<file path="src/rtl/lis_pkg.sv">
// ----------------------------------------------------------------------------
// lis_pkg
// Shared types and constants for the longest increasing subsequence block.
// ----------------------------------------------------------------------------
package lis_pkg;

  localparam int unsigned ValueW    = 32;
  localparam int unsigned RunLenW   = 11;
  localparam int unsigned MaxLenDef = 1024;

  typedef logic signed [ValueW-1:0] value_t;
  typedef logic [RunLenW-1:0]       run_len_t;

  // Search request handed to the sequencer.
  typedef struct packed {
    value_t value;
    logic   start_req;
  } lis_req_t;

  // Result returned by the sequencer.
  typedef struct packed {
    run_len_t run_length;
    logic     full_res;
  } lis_rsp_t;

  typedef enum logic [1:0] {
    StIdle,
    StProbe,
    StUpdate,
    StResp
  } lis_state_e;

endpackage

</file>
<file path="src/rtl/lis_seq.sv">
// ----------------------------------------------------------------------------
// lis_seq
// Binary search sequencer: one tail compare per cycle, then one tail update.
// ----------------------------------------------------------------------------
module lis_seq #(
  parameter int unsigned MAX_LEN = lis_pkg::MaxLenDef
) (
  input  logic                       clk_i,
  input  logic                       rst_ni,
  input  logic                       req_valid_i,
  input  lis_pkg::lis_req_t          req_i,
  output logic                       req_ready_o,
  output logic                       rsp_valid_o,
  input  logic                       rsp_ready_i,
  output lis_pkg::lis_rsp_t          rsp_o,
  output logic                       ram_we_o,
  output logic [$clog2(MAX_LEN)-1:0] ram_waddr_o,
  output logic [lis_pkg::ValueW-1:0] ram_wdata_o,
  output logic                       ram_re_o,
  output logic [$clog2(MAX_LEN)-1:0] ram_raddr_o,
  input  logic [lis_pkg::ValueW-1:0] ram_rdata_i
);
  import lis_pkg::*;

  localparam int unsigned CntW  = $clog2(MAX_LEN + 1);
  localparam int unsigned AddrW = $clog2(MAX_LEN);

  lis_state_e      state_q, state_d;
  logic [CntW-1:0] cnt_q, cnt_d;
  logic [CntW-1:0] lo_q, lo_d;
  logic [CntW-1:0] hi_q, hi_d;
  logic [CntW-1:0] mid_q, mid_d;
  value_t          key_q, key_d;
  logic            full_q, full_d;

  logic            tail_ge;
  logic [CntW-1:0] lo_n, hi_n, mid_n, span_n, hi_init;

  // The one shared comparator: the tail just read against the key.
  assign tail_ge = $signed(ram_rdata_i) >= key_q;
  assign lo_n    = tail_ge ? lo_q : mid_q + CntW'(1);
  assign hi_n    = tail_ge ? mid_q : hi_q;
  assign span_n  = hi_n - lo_n;
  assign mid_n   = lo_n + (span_n >> 1);
  assign hi_init = req_i.start_req ? '0 : cnt_q;

  always_ff @(posedge clk_i or negedge rst_ni) begin
    if (!rst_ni) begin
      state_q <= StIdle;
      cnt_q   <= '0;
      full_q  <= 1'b0;
    end else begin
      state_q <= state_d;
      cnt_q   <= cnt_d;
      full_q  <= full_d;
    end
  end

  always_ff @(posedge clk_i) begin
    lo_q  <= lo_d;
    hi_q  <= hi_d;
    mid_q <= mid_d;
    key_q <= key_d;
  end

  always_comb begin
    state_d     = state_q;
    cnt_d       = cnt_q;
    lo_d        = lo_q;
    hi_d        = hi_q;
    mid_d       = mid_q;
    key_d       = key_q;
    full_d      = full_q;
    req_ready_o = 1'b0;
    rsp_valid_o = 1'b0;
    ram_re_o    = 1'b0;
    ram_raddr_o = mid_q[AddrW-1:0];
    ram_we_o    = 1'b0;
    ram_waddr_o = lo_q[AddrW-1:0];
    ram_wdata_o = key_q;

    unique case (state_q)
      StIdle: begin
        req_ready_o = 1'b1;
        if (req_valid_i) begin
          key_d = req_i.value;
          lo_d  = '0;
          hi_d  = hi_init;
          mid_d = hi_init >> 1;
          if (req_i.start_req) begin
            cnt_d = '0;
          end
          if (hi_init != '0) begin
            ram_re_o    = 1'b1;
            ram_raddr_o = mid_d[AddrW-1:0];
            state_d     = StProbe;
          end else begin
            state_d = StUpdate;
          end
        end
      end
      StProbe: begin
        lo_d = lo_n;
        hi_d = hi_n;
        // Issue the next probe in the same cycle the range narrows.
        if (lo_n < hi_n) begin
          mid_d       = mid_n;
          ram_re_o    = 1'b1;
          ram_raddr_o = mid_n[AddrW-1:0];
        end else begin
          state_d = StUpdate;
        end
      end
      StUpdate: begin
        full_d = 1'b0;
        if (lo_q < cnt_q) begin
          ram_we_o = 1'b1;
        end else if (cnt_q < CntW'(MAX_LEN)) begin
          ram_we_o = 1'b1;
          cnt_d    = cnt_q + CntW'(1);
        end else begin
          full_d = 1'b1;
        end
        state_d = StResp;
      end
      StResp: begin
        rsp_valid_o = 1'b1;
        if (rsp_ready_i) begin
          state_d = StIdle;
        end
      end
      default: state_d = StIdle;
    endcase
  end

  assign rsp_o.run_length = RunLenW'(cnt_q);
  assign rsp_o.full_res   = full_q;

endmodule

</file>
<file path="config.mk">
export PLATFORM = sky130hd
export DESIGN_NAME = lis_seq
export DESIGN_NICKNAME = d
export VERILOG_FILES = /design/src/rtl/lis_pkg.sv /design/src/rtl/lis_seq.sv
export SDC_FILE = /design/constraint.sdc
export NUM_CORES = 1
export LEC_CHECK = 0
export BUFFER_PORTS_ARGS = -buffer_cell sky130_fd_sc_hd__buf_2
export CORE_MARGIN = 2
export CORE_UTILIZATION = 55
export DETAILED_ROUTE_END_ITERATION = 6
export PLACE_DENSITY = 0.81
export RECOVER_POWER = 50
export SETUP_SLACK_MARGIN = 0.4
export SLEW_MARGIN = 10
export SYNTH_ARGS = -nofsm -noshare
export SYNTH_HDL_FRONTEND = slang
export SYNTH_SLANG_ARGS = --single-unit
</file>
<file path="constraint.sdc">
create_clock -name clk_i -period 7.6 [get_ports clk_i]
set_input_delay 0.38 -clock clk_i [delete_from_list [all_inputs] [get_ports clk_i]]
set_output_delay 0.38 -clock clk_i [all_outputs]
set_load 0.02 [all_outputs]
</file>
Yosys cells after proc, flatten, opt, wreduce, memory -nomap -nowiden
Index checks and enable logic that the tools add are counted.

Flip-flop bits (word level): 79. Input port bits: 69. Output and inout port bits: 68. Logic and storage cells: 66.

Add/sub/neg operators: 4. Order comparisons: 4. Eq/ne operators: 9. Mux-type cells: 33. Reductions and logical operators: 9.

Operators by type and width (count): two-way mux 11 bit (9); case mux 11 bit (2 select lines) (4); greater-or-equal comparator 32 bit (1); two-way mux 10 bit (3); adder 11 x 1 -> 11 bit, second input constant (2); < comparator 11 bit (2); case mux 10 bit (2 select lines) (1); inequality test 2 bit, second input constant (6); adder 11 x 10 -> 11 bit (1); < comparator 11 bit, second input constant (1); nonzero test 11 bit (1); subtractor 11 bit (1); two-way mux 1 bit (10); two-way mux 2 bit (4); case mux 2 bit (4 select lines) (1); AND reduction 3 bit (2); == test 2 bit, second input constant (2); AND reduction 2 bit (2); AND reduction 4 bit (1); nonzero test 2 bit (2); == test 2 x 1 -> 1 bit, second input constant (1); zero test 2 bit (1); case mux 1 bit (2 select lines) (1).

Longest topological paths before layout
Gate-level depths: netlist (run 1).

Word-level depth: 6. Mapped depth: 31. Mapped depth without buffers: 28.

Worst setup path before layout (run 1)
No wires, ideal clock.

Kind: reg-to-output. Start point: reg key_q[14] (netlist: ram_wdata_o[14]). End point: out ram_raddr_o[9]. Arrival time: 5842 ps. Data required time: 7220 ps. Slack: 1378 ps. Cell stages (with the launch flop): 31. Path buffers: 3. Cell sequence: edfxtp_1 > inv_1 > ha_1 > a21oi_1 > nand2_1 > a221o_1 > o31a_1 > or3_1 > clkbuf_1 > and2_1 > buf_2 > clkbuf_1 > nand2_1 > o21ai_0 > ha_1 > fa_1 > nor2b_1 > o21ai_0 > nand2b_1 > a21o_1 > nand2_1 > a21boi_0 > nor2_1 > ha_1 > a21o_1 > a21oi_1 > nor2b_1 > a211o_1 > a21oi_1 > xnor2_1 > a221o_1.

Cells in the longest elaborated chain, start to end: 6. Elaborated cells between the ends (all ways): 8. Those cells by class: 2 x add/sub; 2 x order compare; 4 x mux.

RTL lines: from (decl) (line lis_seq.sv:33) `value_t key_q, key_d;`; from (signal assigned) (line lis_seq.sv:63) `key_q <= key_d;`; greater-or-equal comparator 32 bit * (line lis_seq.sv:40) `assign tail_ge = $signed(ram_rdata_i) >= key_q;`; two-way mux 11 bit * (line lis_seq.sv:41) `assign lo_n = tail_ge ? lo_q : mid_q + CntW'(1);`; net lo_n[0] (line lis_seq.sv:37) `logic [CntW-1:0] lo_n, hi_n, mid_n, span_n, hi_init;`; subtractor 11 bit (line lis_seq.sv:43) `assign span_n = hi_n - lo_n;`; adder 11 x 10 -> 11 bit (line lis_seq.sv:44) `assign mid_n = lo_n + (span_n >> 1);`; two-way mux 10 bit * (line lis_seq.sv:106) `if (lo_n < hi_n) begin`; case mux 10 bit (2 select lines) * (line lis_seq.sv:82) `unique case (state_q)`; to (decl) (line lis_seq.sv:20) `output logic [$clog2(MAX_LEN)-1:0] ram_raddr_o,`.

The timed path passes the listed nets; every way through them passes the cells marked *.

Worst setup path in the final report (run 1)
Start point: reg key_q[5] (netlist: ram_wdata_o[5]). End point: out ram_raddr_o[9].

The elaborated chain is that of the path after synthesis.

==> results of run 1 <==
-- synth_stat cells, types with 4 or more instances --
| master | n | area (µm²) |
|---|---|---|
| sky130_fd_sc_hd__nand4_1 | 10 | 62.6 |
| sky130_fd_sc_hd__a31oi_1 | 4 | 25.0 |
| sky130_fd_sc_hd__xor2_1 | 11 | 96.3 |
| sky130_fd_sc_hd__o31ai_1 | 7 | 52.6 |
| sky130_fd_sc_hd__a21oi_1 | 38 | 190 |
| sky130_fd_sc_hd__nor2b_1 | 7 | 43.8 |
| sky130_fd_sc_hd__clkbuf_1 | 20 | 75.1 |
| sky130_fd_sc_hd__ha_1 | 68 | 851 |
| sky130_fd_sc_hd__dfrtp_1 | 14 | 350 |
| sky130_fd_sc_hd__a21o_1 | 14 | 105 |
| sky130_fd_sc_hd__nand2b_1 | 7 | 43.8 |
| sky130_fd_sc_hd__nand3_1 | 17 | 85.1 |
| sky130_fd_sc_hd__buf_4 | 11 | 82.6 |
| sky130_fd_sc_hd__nor4_1 | 4 | 25.0 |
| sky130_fd_sc_hd__o21ai_0 | 30 | 150 |
| sky130_fd_sc_hd__a221o_1 | 12 | 120 |
| sky130_fd_sc_hd__nand2_1 | 41 | 154 |
| sky130_fd_sc_hd__mux2_2 | 9 | 101 |
| sky130_fd_sc_hd__nor3_1 | 8 | 40.0 |
| sky130_fd_sc_hd__and3_1 | 9 | 56.3 |
| sky130_fd_sc_hd__nor2_1 | 53 | 199 |
| sky130_fd_sc_hd__xnor2_1 | 18 | 158 |
| sky130_fd_sc_hd__a22o_1 | 17 | 149 |
| sky130_fd_sc_hd__mux2i_1 | 5 | 50.1 |
| sky130_fd_sc_hd__edfxtp_1 | 65 | 1950 |
| sky130_fd_sc_hd__inv_1 | 71 | 267 |
-- path summary, 6_finish.rpt --
check	start	endpoint	cells after the start
worst max-delay path	ram_wdata_o[5]	ram_raddr_o[9]	28
worst min-delay path	req_i[11]	ram_wdata_o[10]	1
worst max register to register	ram_wdata_o[5]	mid_q[9]	27
worst min register to register	full_q	full_q	1
max in group asynchronous	rst_ni	state_q[1]	2
min in group asynchronous	rst_ni	cnt_q[0]	2
-- per-stage QoR --
stage	hold WS, ns	cell area [µm²]
2_1_floorplan	0.0844	5960
5_1_grt	0.180	6830
3_5_place_dp	0.298	6670
3_3_place_gp	0.288	6670
6_report	0.187	6830
4_1_cts	0.182	6890
-- flip-flops by register name, indices dropped and copies added (netlist names) --
signal       flops
ram_wdata_o     32
cnt_q           11
hi_q            11
lo_q            11
mid_q           11
state_q          2
full_q           1
-- layout make-up --
| type | instances | share of cell area, % |
|---|---|---|
| clock inverters | 6 | 1.26 |
| repair buffers | 140 | 9.35 |
| multi-input cells | 441 | 47.4 |
| clock buffers | 9 | 1.81 |
| inverters | 72 | 3.96 |
| flip-flops and latches | 79 | 33.7 |
| well taps | 136 | 2.49 |
-- metal layers --
layer	up-vias	part of all wire, %
met5	-	0
met4	0	3.3
met3	56	9.0
met2	338	49
met1	2464	39
li1	2492	-
-- kinds of logic (layout without fill, tap and decap cells) --
group	count (synthesis)	in the layout	synth area share (%)
compound gates	155	155	18.2
xor+xnor	29	29	4.26
flops	79	79	38.7
mux	15	15	2.79
fa+ha+maj	71	71	15.1
buf+inv	104	227	7.27
simple gates	171	171	13.7
-- cells in the final DEF, fill, tap and decap left out, types with 7 or more instances in the layout --
cell | synthesis | layout
sky130_fd_sc_hd__clkbuf_8 | 0 | 9
sky130_fd_sc_hd__nor3_1 | 8 | 8
sky130_fd_sc_hd__o31ai_1 | 7 | 7
sky130_fd_sc_hd__xor2_1 | 11 | 11
sky130_fd_sc_hd__a21o_1 | 14 | 14
sky130_fd_sc_hd__and3_1 | 9 | 9
sky130_fd_sc_hd__buf_2 | 1 | 79
sky130_fd_sc_hd__edfxtp_1 | 65 | 65
sky130_fd_sc_hd__inv_1 | 71 | 71
sky130_fd_sc_hd__nand2b_1 | 7 | 7
sky130_fd_sc_hd__nand4_1 | 10 | 10
sky130_fd_sc_hd__ha_1 | 68 | 68
sky130_fd_sc_hd__dfrtp_1 | 14 | 14
sky130_fd_sc_hd__a22o_1 | 17 | 17
sky130_fd_sc_hd__nor2_1 | 53 | 52
sky130_fd_sc_hd__mux2_2 | 9 | 9
sky130_fd_sc_hd__a21oi_1 | 38 | 38
sky130_fd_sc_hd__xnor2_1 | 18 | 18
sky130_fd_sc_hd__clkbuf_1 | 20 | 58
sky130_fd_sc_hd__a221o_1 | 12 | 12
sky130_fd_sc_hd__nor2b_1 | 7 | 7
sky130_fd_sc_hd__nand3_1 | 17 | 17
sky130_fd_sc_hd__o21ai_0 | 30 | 30
sky130_fd_sc_hd__nand2_1 | 41 | 40
-- worst max-delay path: cells and delay by family (launching register included) --
kind	cells	cell delay, ns
AO/OA/AOI/OAI	13	2.78
flip-flops	1	0.35
XOR/XNOR	1	0.12
AND/OR/NAND/NOR	8	1.26
adder cells (fa/ha/maj)	4	1.35
buffers and inverters	2	0.21
-- what timing repair did --
action / 4_1_cts / 5_1_grt
hold endpoints to repair: 14 / 0
hold buffers: 1 / 0
endpoints found under the setup margin: 0 / 3
gates resized for setup: 0 / 4
==> results.ini, run 1 <==
[status]
outcome = finished with violations
failed_checks = max-capacitance violations, max-slew violations

[sta]
worst_slew_margin_rel_pct = -22.9
hold_viol = 0
time_the_worst_path_needs_with_i_o_delays_and_setup_ns = 6.84
unrepaired_setup_endpoints_after_global_routing = no
tns_ns = 0
finalWorstSetupSlack_ns = 0.760
setup_viol_count_final = 0
slew_violations = 34
tightest_slew_ns = 1.84
fmax_ghz = 0.146
finalCritPeriodShare_pct = 90.0
clock-skew-final_ns = 0.0145

[logic_synthesis]
ys_async_sr_fraction_pct = 17.7
yosysSeqAreaShare_pct = 38.7
postSynthAreaPerCell_um2 = 9.54
ys_seq_elements = 79
synth.net_count = 763
synth_ff_type = sky130_fd_sc_hd__edfxtp_1
synthesized_instance_count = 624
netlist-cell-type-count = 61
synth_area_um2 = 5960
yosys_synthesis_warning_count = 0
post_synth_edffs = 65

[worst_setup_path]
critPathSlowestCell = sky130_fd_sc_hd__or3_1
r2r_slack_ns = 1.49
end_kind = output port
worstPathArrival_ns = 6.46
worstPathRequired_ns = 7.22
max_stage_delay_ns = 0.45
cp_max_fo = 15
cp-start-kind = register
critPathKind = reg -> out

[place]
placement.setup.worst_slack_ns = 0.840
gp_congestion = 0.930
dp.final_hpwl_um = 12600
buffers_added_on_ports = 136
dpl.cell_count = 867

[global_route]
met3_usage_pct = 4.88
first_global_vias = 5178
grt_util_all_layers_pct = 28.1
grt_use_met1_pct = 34.2
grt_first_pass_wirelength_um = 25600
grt_max_degree = 34
grt_util_met2_pct = 49.8
grt_remaining_overflow = 0
grt_antenna_before_repair = 0
globalRoute.busiestLayer = met2

[final_layout]
final_nets = 882
fillerInstances = 861
area_taken_by_multi_input_logic_gates_um2 = 3230
post-route-util_pct = 65.5
n_antenna_cell = 0
final-seq-area_um2 = 2300
final_layout_size_suffix_gt1_share_pct = 15.8
area_growth_syn_to_layout_pct = 14.6
finish.cell_count_without_fillers = 883

[floorplan]
top_level_ports = 137
fp.dieH_um = 108
floorplan.initialDensity_pct = 57.2
rows = 37
die_area_um2 = 11700
die_width_um = 108
core-area_um2 = 10400

[clocking]
ctsLongestPathBuffers = 2
ctsRootBufferMaster = sky130_fd_sc_hd__clkbuf_8
cts_sinks = 79
numCtsBuffers = 9
path_clk_slew_ns = 0.08
clock_latency_on_the_worst_skew_pair_ns = 0.36
tritoncts = yes
h-tree-depth = 3
cts_post_setup_buffers_inserted = 0

[detailed_routing]
drtPass1Iterations = 5
via_count_normalized_by_instance_count = 6.06
routed_wire_length_per_instance_um = 18.7
initial_drt_markers = 430
drcViolationCount = 0
routed_wl_um = 16500
ant_nets = 0
vias = 5350

[hold_path]
hp-class = in -> reg

[flow_run]
drv.max_cap_violation_count = 1

Power of run 1 is not shown: default switching activity piles up to over one toggle a cycle in this logic, so the estimate is an artifact.
==> inputs of run 2 (changes only) <==
Settings changed: ABC_AREA from default to 1, CORE_UTILIZATION 55 to 56, PLACE_DENSITY 0.81 to 0.82.
==> run 2 against run 1 <==
Compared with the run above: the flow still finishes with violations (max-capacitance violations, max-slew violations); sequential share of layout area is 1.4 points lower; utilization fell by 0.21 points; synthesized cell count rose by 27%; synthesized area increased by 5.1%; routed wire length down 4.5%; first-iteration DRC count grew 34%; fmax grew 6.5%; clock-buffer cell count rose by 2; clock skew rose by 0.0019 ns; cell area up 4.2%.
==> results.ini, run 2 <==
[status]
outcome = finished with violations
failed_checks = max-capacitance violations, max-slew violations

[logic_synthesis]
synth.cells.most_frequent = 174 x sky130_fd_sc_hd__nand2_1, 122 x sky130_fd_sc_hd__inv_1, 68 x sky130_fd_sc_hd__ha_1, 65 x sky130_fd_sc_hd__edfxtp_1, 62 x sky130_fd_sc_hd__nor2_1
synth.net_count = 930  ; +22%
netlist.area_leader.share_pct = 31.2  ; -1.6 points
yosysSeqAreaShare_pct = 36.8  ; -1.9 points
yosysMostFrequentCell = sky130_fd_sc_hd__nand2_1
ys_top_cells_by_area = sky130_fd_sc_hd__edfxtp_1 31%, sky130_fd_sc_hd__ha_1 14%, sky130_fd_sc_hd__nand2_1 10%, sky130_fd_sc_hd__inv_1 7.3%, sky130_fd_sc_hd__dfrtp_1 5.6%
post_synth_edffs = 65  ; unchanged
synth_area_um2 = 6260  ; +5.1%
synth_ff_type = sky130_fd_sc_hd__edfxtp_1
synthesized_instance_count = 791  ; +27%
postSynthAreaPerCell_um2 = 7.91  ; -17%
yosys_synthesis_warning_count = 0  ; unchanged
netlist-cell-type-count = 48  ; -21%
ys_async_sr_fraction_pct = 17.7  ; unchanged
yosysTopAreaCell = sky130_fd_sc_hd__edfxtp_1
ys_seq_elements = 79  ; unchanged

[detailed_routing]
ant_nets = 0  ; unchanged
drtPass1Iterations = 5  ; unchanged
drcViolationCount = 0  ; unchanged
via_count_normalized_by_instance_count = 5.46  ; -9.9%
initial_drt_markers = 576  ; +34%
routed_wl_um = 15800  ; -4.5%
routed_wire_length_per_instance_um = 14.9  ; -20%
vias = 5787  ; +8.2%

[floorplan]
top_level_ports = 137  ; unchanged
core-area_um2 = 10900  ; +4.5%
die_width_um = 110  ; +1.5%
fp.dieH_um = 110  ; +1.5%
die_area_um2 = 12000  ; +3.1%
rows = 38  ; +2.7%
floorplan.initialDensity_pct = 57.5  ; +0.32 points

[final_layout]
final_common_cell = sky130_fd_sc_hd__nand2_1
area_growth_syn_to_layout_pct = 13.6
most_used_cells_in_the_layout_excluding_fill_and_tap_cells = 174 x sky130_fd_sc_hd__nand2_1, 122 x sky130_fd_sc_hd__inv_1, 80 x sky130_fd_sc_hd__buf_2
final_area_um2 = 7110  ; +4.2%
finish.cell_count_without_fillers = 1060  ; +20%
final_nets = 1054  ; +20%
fillerInstances = 969  ; +13%
largest_register_ffs = 32  ; unchanged
n_antenna_cell = 0  ; unchanged
final_layout_size_suffix_gt1_share_pct = 14.5  ; -1.3 points

[clocking]
numCtsBuffers = 9  ; unchanged
path_clk_slew_ns = 0.08  ; about the same
tritoncts = yes
ctsLongestPathBuffers = 2  ; unchanged
h-tree-depth = 3  ; unchanged
clock_latency_on_the_worst_skew_pair_ns = 0.36  ; about the same
cts_resized = 0  ; unchanged
ctsRootBufferMaster = sky130_fd_sc_hd__clkbuf_8
cts_hold_buf = 1  ; unchanged
cts_post_setup_buffers_inserted = 0  ; unchanged
cts_sinks = 79  ; unchanged

[sta]
fmax_ghz = 0.156  ; +6.5%
time_the_worst_path_needs_with_i_o_delays_and_setup_ns = 6.42  ; -0.419 ns
tns_ns = 0  ; unchanged
clock-skew-final_ns = 0.0164  ; +0.00188 ns
tightest_slew_ns = 1.74  ; -0.101 ns
worst_slew_margin_rel_pct = -16.2  ; +6.7 points
finalCritPeriodShare_pct = 84.5  ; -5.5 points
slew_violations = 33  ; -2.9%
setup_viol_count_final = 0  ; unchanged
hold_viol = 0  ; unchanged
unrepaired_setup_endpoints_after_global_routing = no

[worst_setup_path]
max_stage_delay_ns = 0.58  ; +0.13 ns
end_kind = output port
timing.critical_path.buf_inv = 3  ; +1
cp-start-kind = register
worstPathRequired_ns = 7.22  ; about the same
critical_path.most_common_cell = sky130_fd_sc_hd__nand2_1
crit_family = simple AND/OR/NAND/NOR gates
worstPathArrival_ns = 6.04  ; -0.42 ns
critPathKind = reg -> out
cp_max_fo = 25  ; +10
critPathSlowestCell = sky130_fd_sc_hd__inv_1

[place]
placed_cell_area_um2 = 6990  ; +4.8%
gp_congestion = 0.918  ; -1.3%
buffers_added_on_ports = 136  ; unchanged
dp.final_hpwl_um = 12500  ; -0.69%
dpl.cell_count = 1043  ; +20%

[hold_path]
hp-class = in -> reg

[global_route]
grt_max_degree = 40  ; +18%
grt_antenna_before_repair = 0  ; unchanged
grt_util_all_layers_pct = 27.0  ; -1.1 points
first_global_vias = 5196  ; +0.35%
grt_remaining_overflow = 0  ; unchanged
grt_first_pass_wirelength_um = 24900  ; -2.8%

[flow_run]
drv.max_cap_violation_count = 1  ; unchanged

==> run 2: worst paths after layout <==
path,start,end,slack (ns),depth (start not counted)
worst max-delay path,ram_wdata_o[23],ram_raddr_o[9],1.18,29
worst min-delay path,req_i[4],ram_wdata_o[3],0.19,1
worst max register to register,ram_wdata_o[23],mid_q[10],1.71,29
worst min register to register,full_q,full_q,0.52,2
max in group asynchronous,rst_ni,state_q[0],6.53,2
min in group asynchronous,rst_ni,cnt_q[7],0.59,2
==> run 2: routing by layer <==
| layer | GRT usage [%] | up-vias | routed length [µm] |
|---|---|---|---|
| li1 | - | 2875 | - |
| met1 | 36.6 | 2637 | 6880 |
| met2 | 44.1 | 253 | 7340 |
| met3 | 4.03 | 22 | 1270 |
| met4 | 9.13 | 0 | 274 |
| met5 | 0 | - | 0 |
==> run 2: kinds of logic (layout without fill, tap and decap cells) <==
| group | Yosys count | in the layout | synth area share, % |
|---|---|---|---|
| XOR/XNOR | 15 | 15 | 2.10 |
| flip-flops | 79 | 79 | 36.8 |
| buffers and inverters | 150 | 279 | 9.87 |
| adder cells (fa/ha/maj) | 70 | 70 | 14.2 |
| AO/OA/AOI/OAI | 137 | 137 | 12.1 |
| AND/OR/NAND/NOR | 340 | 340 | 24.9 |
==> run 2: area by class of cell <==
| cell class | count | area, µm² | area share [%] |
|---|---|---|---|
| multi-input cells | 562 | 3340 | 47.0 |
| flip-flops and latches | 79 | 2300 | 32.4 |
| repair buffers | 139 | 632 | 8.88 |
| inverters | 124 | 470 | 6.62 |
| well taps | 140 | 175 | 2.46 |
| clock buffers | 11 | 131 | 1.85 |
| clock inverters | 5 | 58.8 | 0.827 |
==> run 2: worst reg2reg max path: cells and delay by family, from the launching register on <==
| family | cells | cell delay (ns) |
|---|---|---|
| xor+xnor | 1 | 0.17 |
| compound gates | 8 | 1.70 |
| fa+ha+maj | 4 | 1.26 |
| simple gates | 12 | 1.36 |
| flops | 1 | 0.39 |
| buf+inv | 4 | 0.76 |
==> run 2: per-stage QoR <==
stage | hold slack (ns) | setup WS [ns] | util, %
global route | 0.169 | 0.635 | 65.3
detailed placement | 0.286 | 1.57 | 64.2
global placement | 0.286 | 1.75 | 64.2
CTS | 0.180 | 1.26 | 66.0
floorplan | 0.0844 | 2.35 | -
finish | 0.193 | 1.18 | 65.3
Power of run 2 is left out for the same reason.
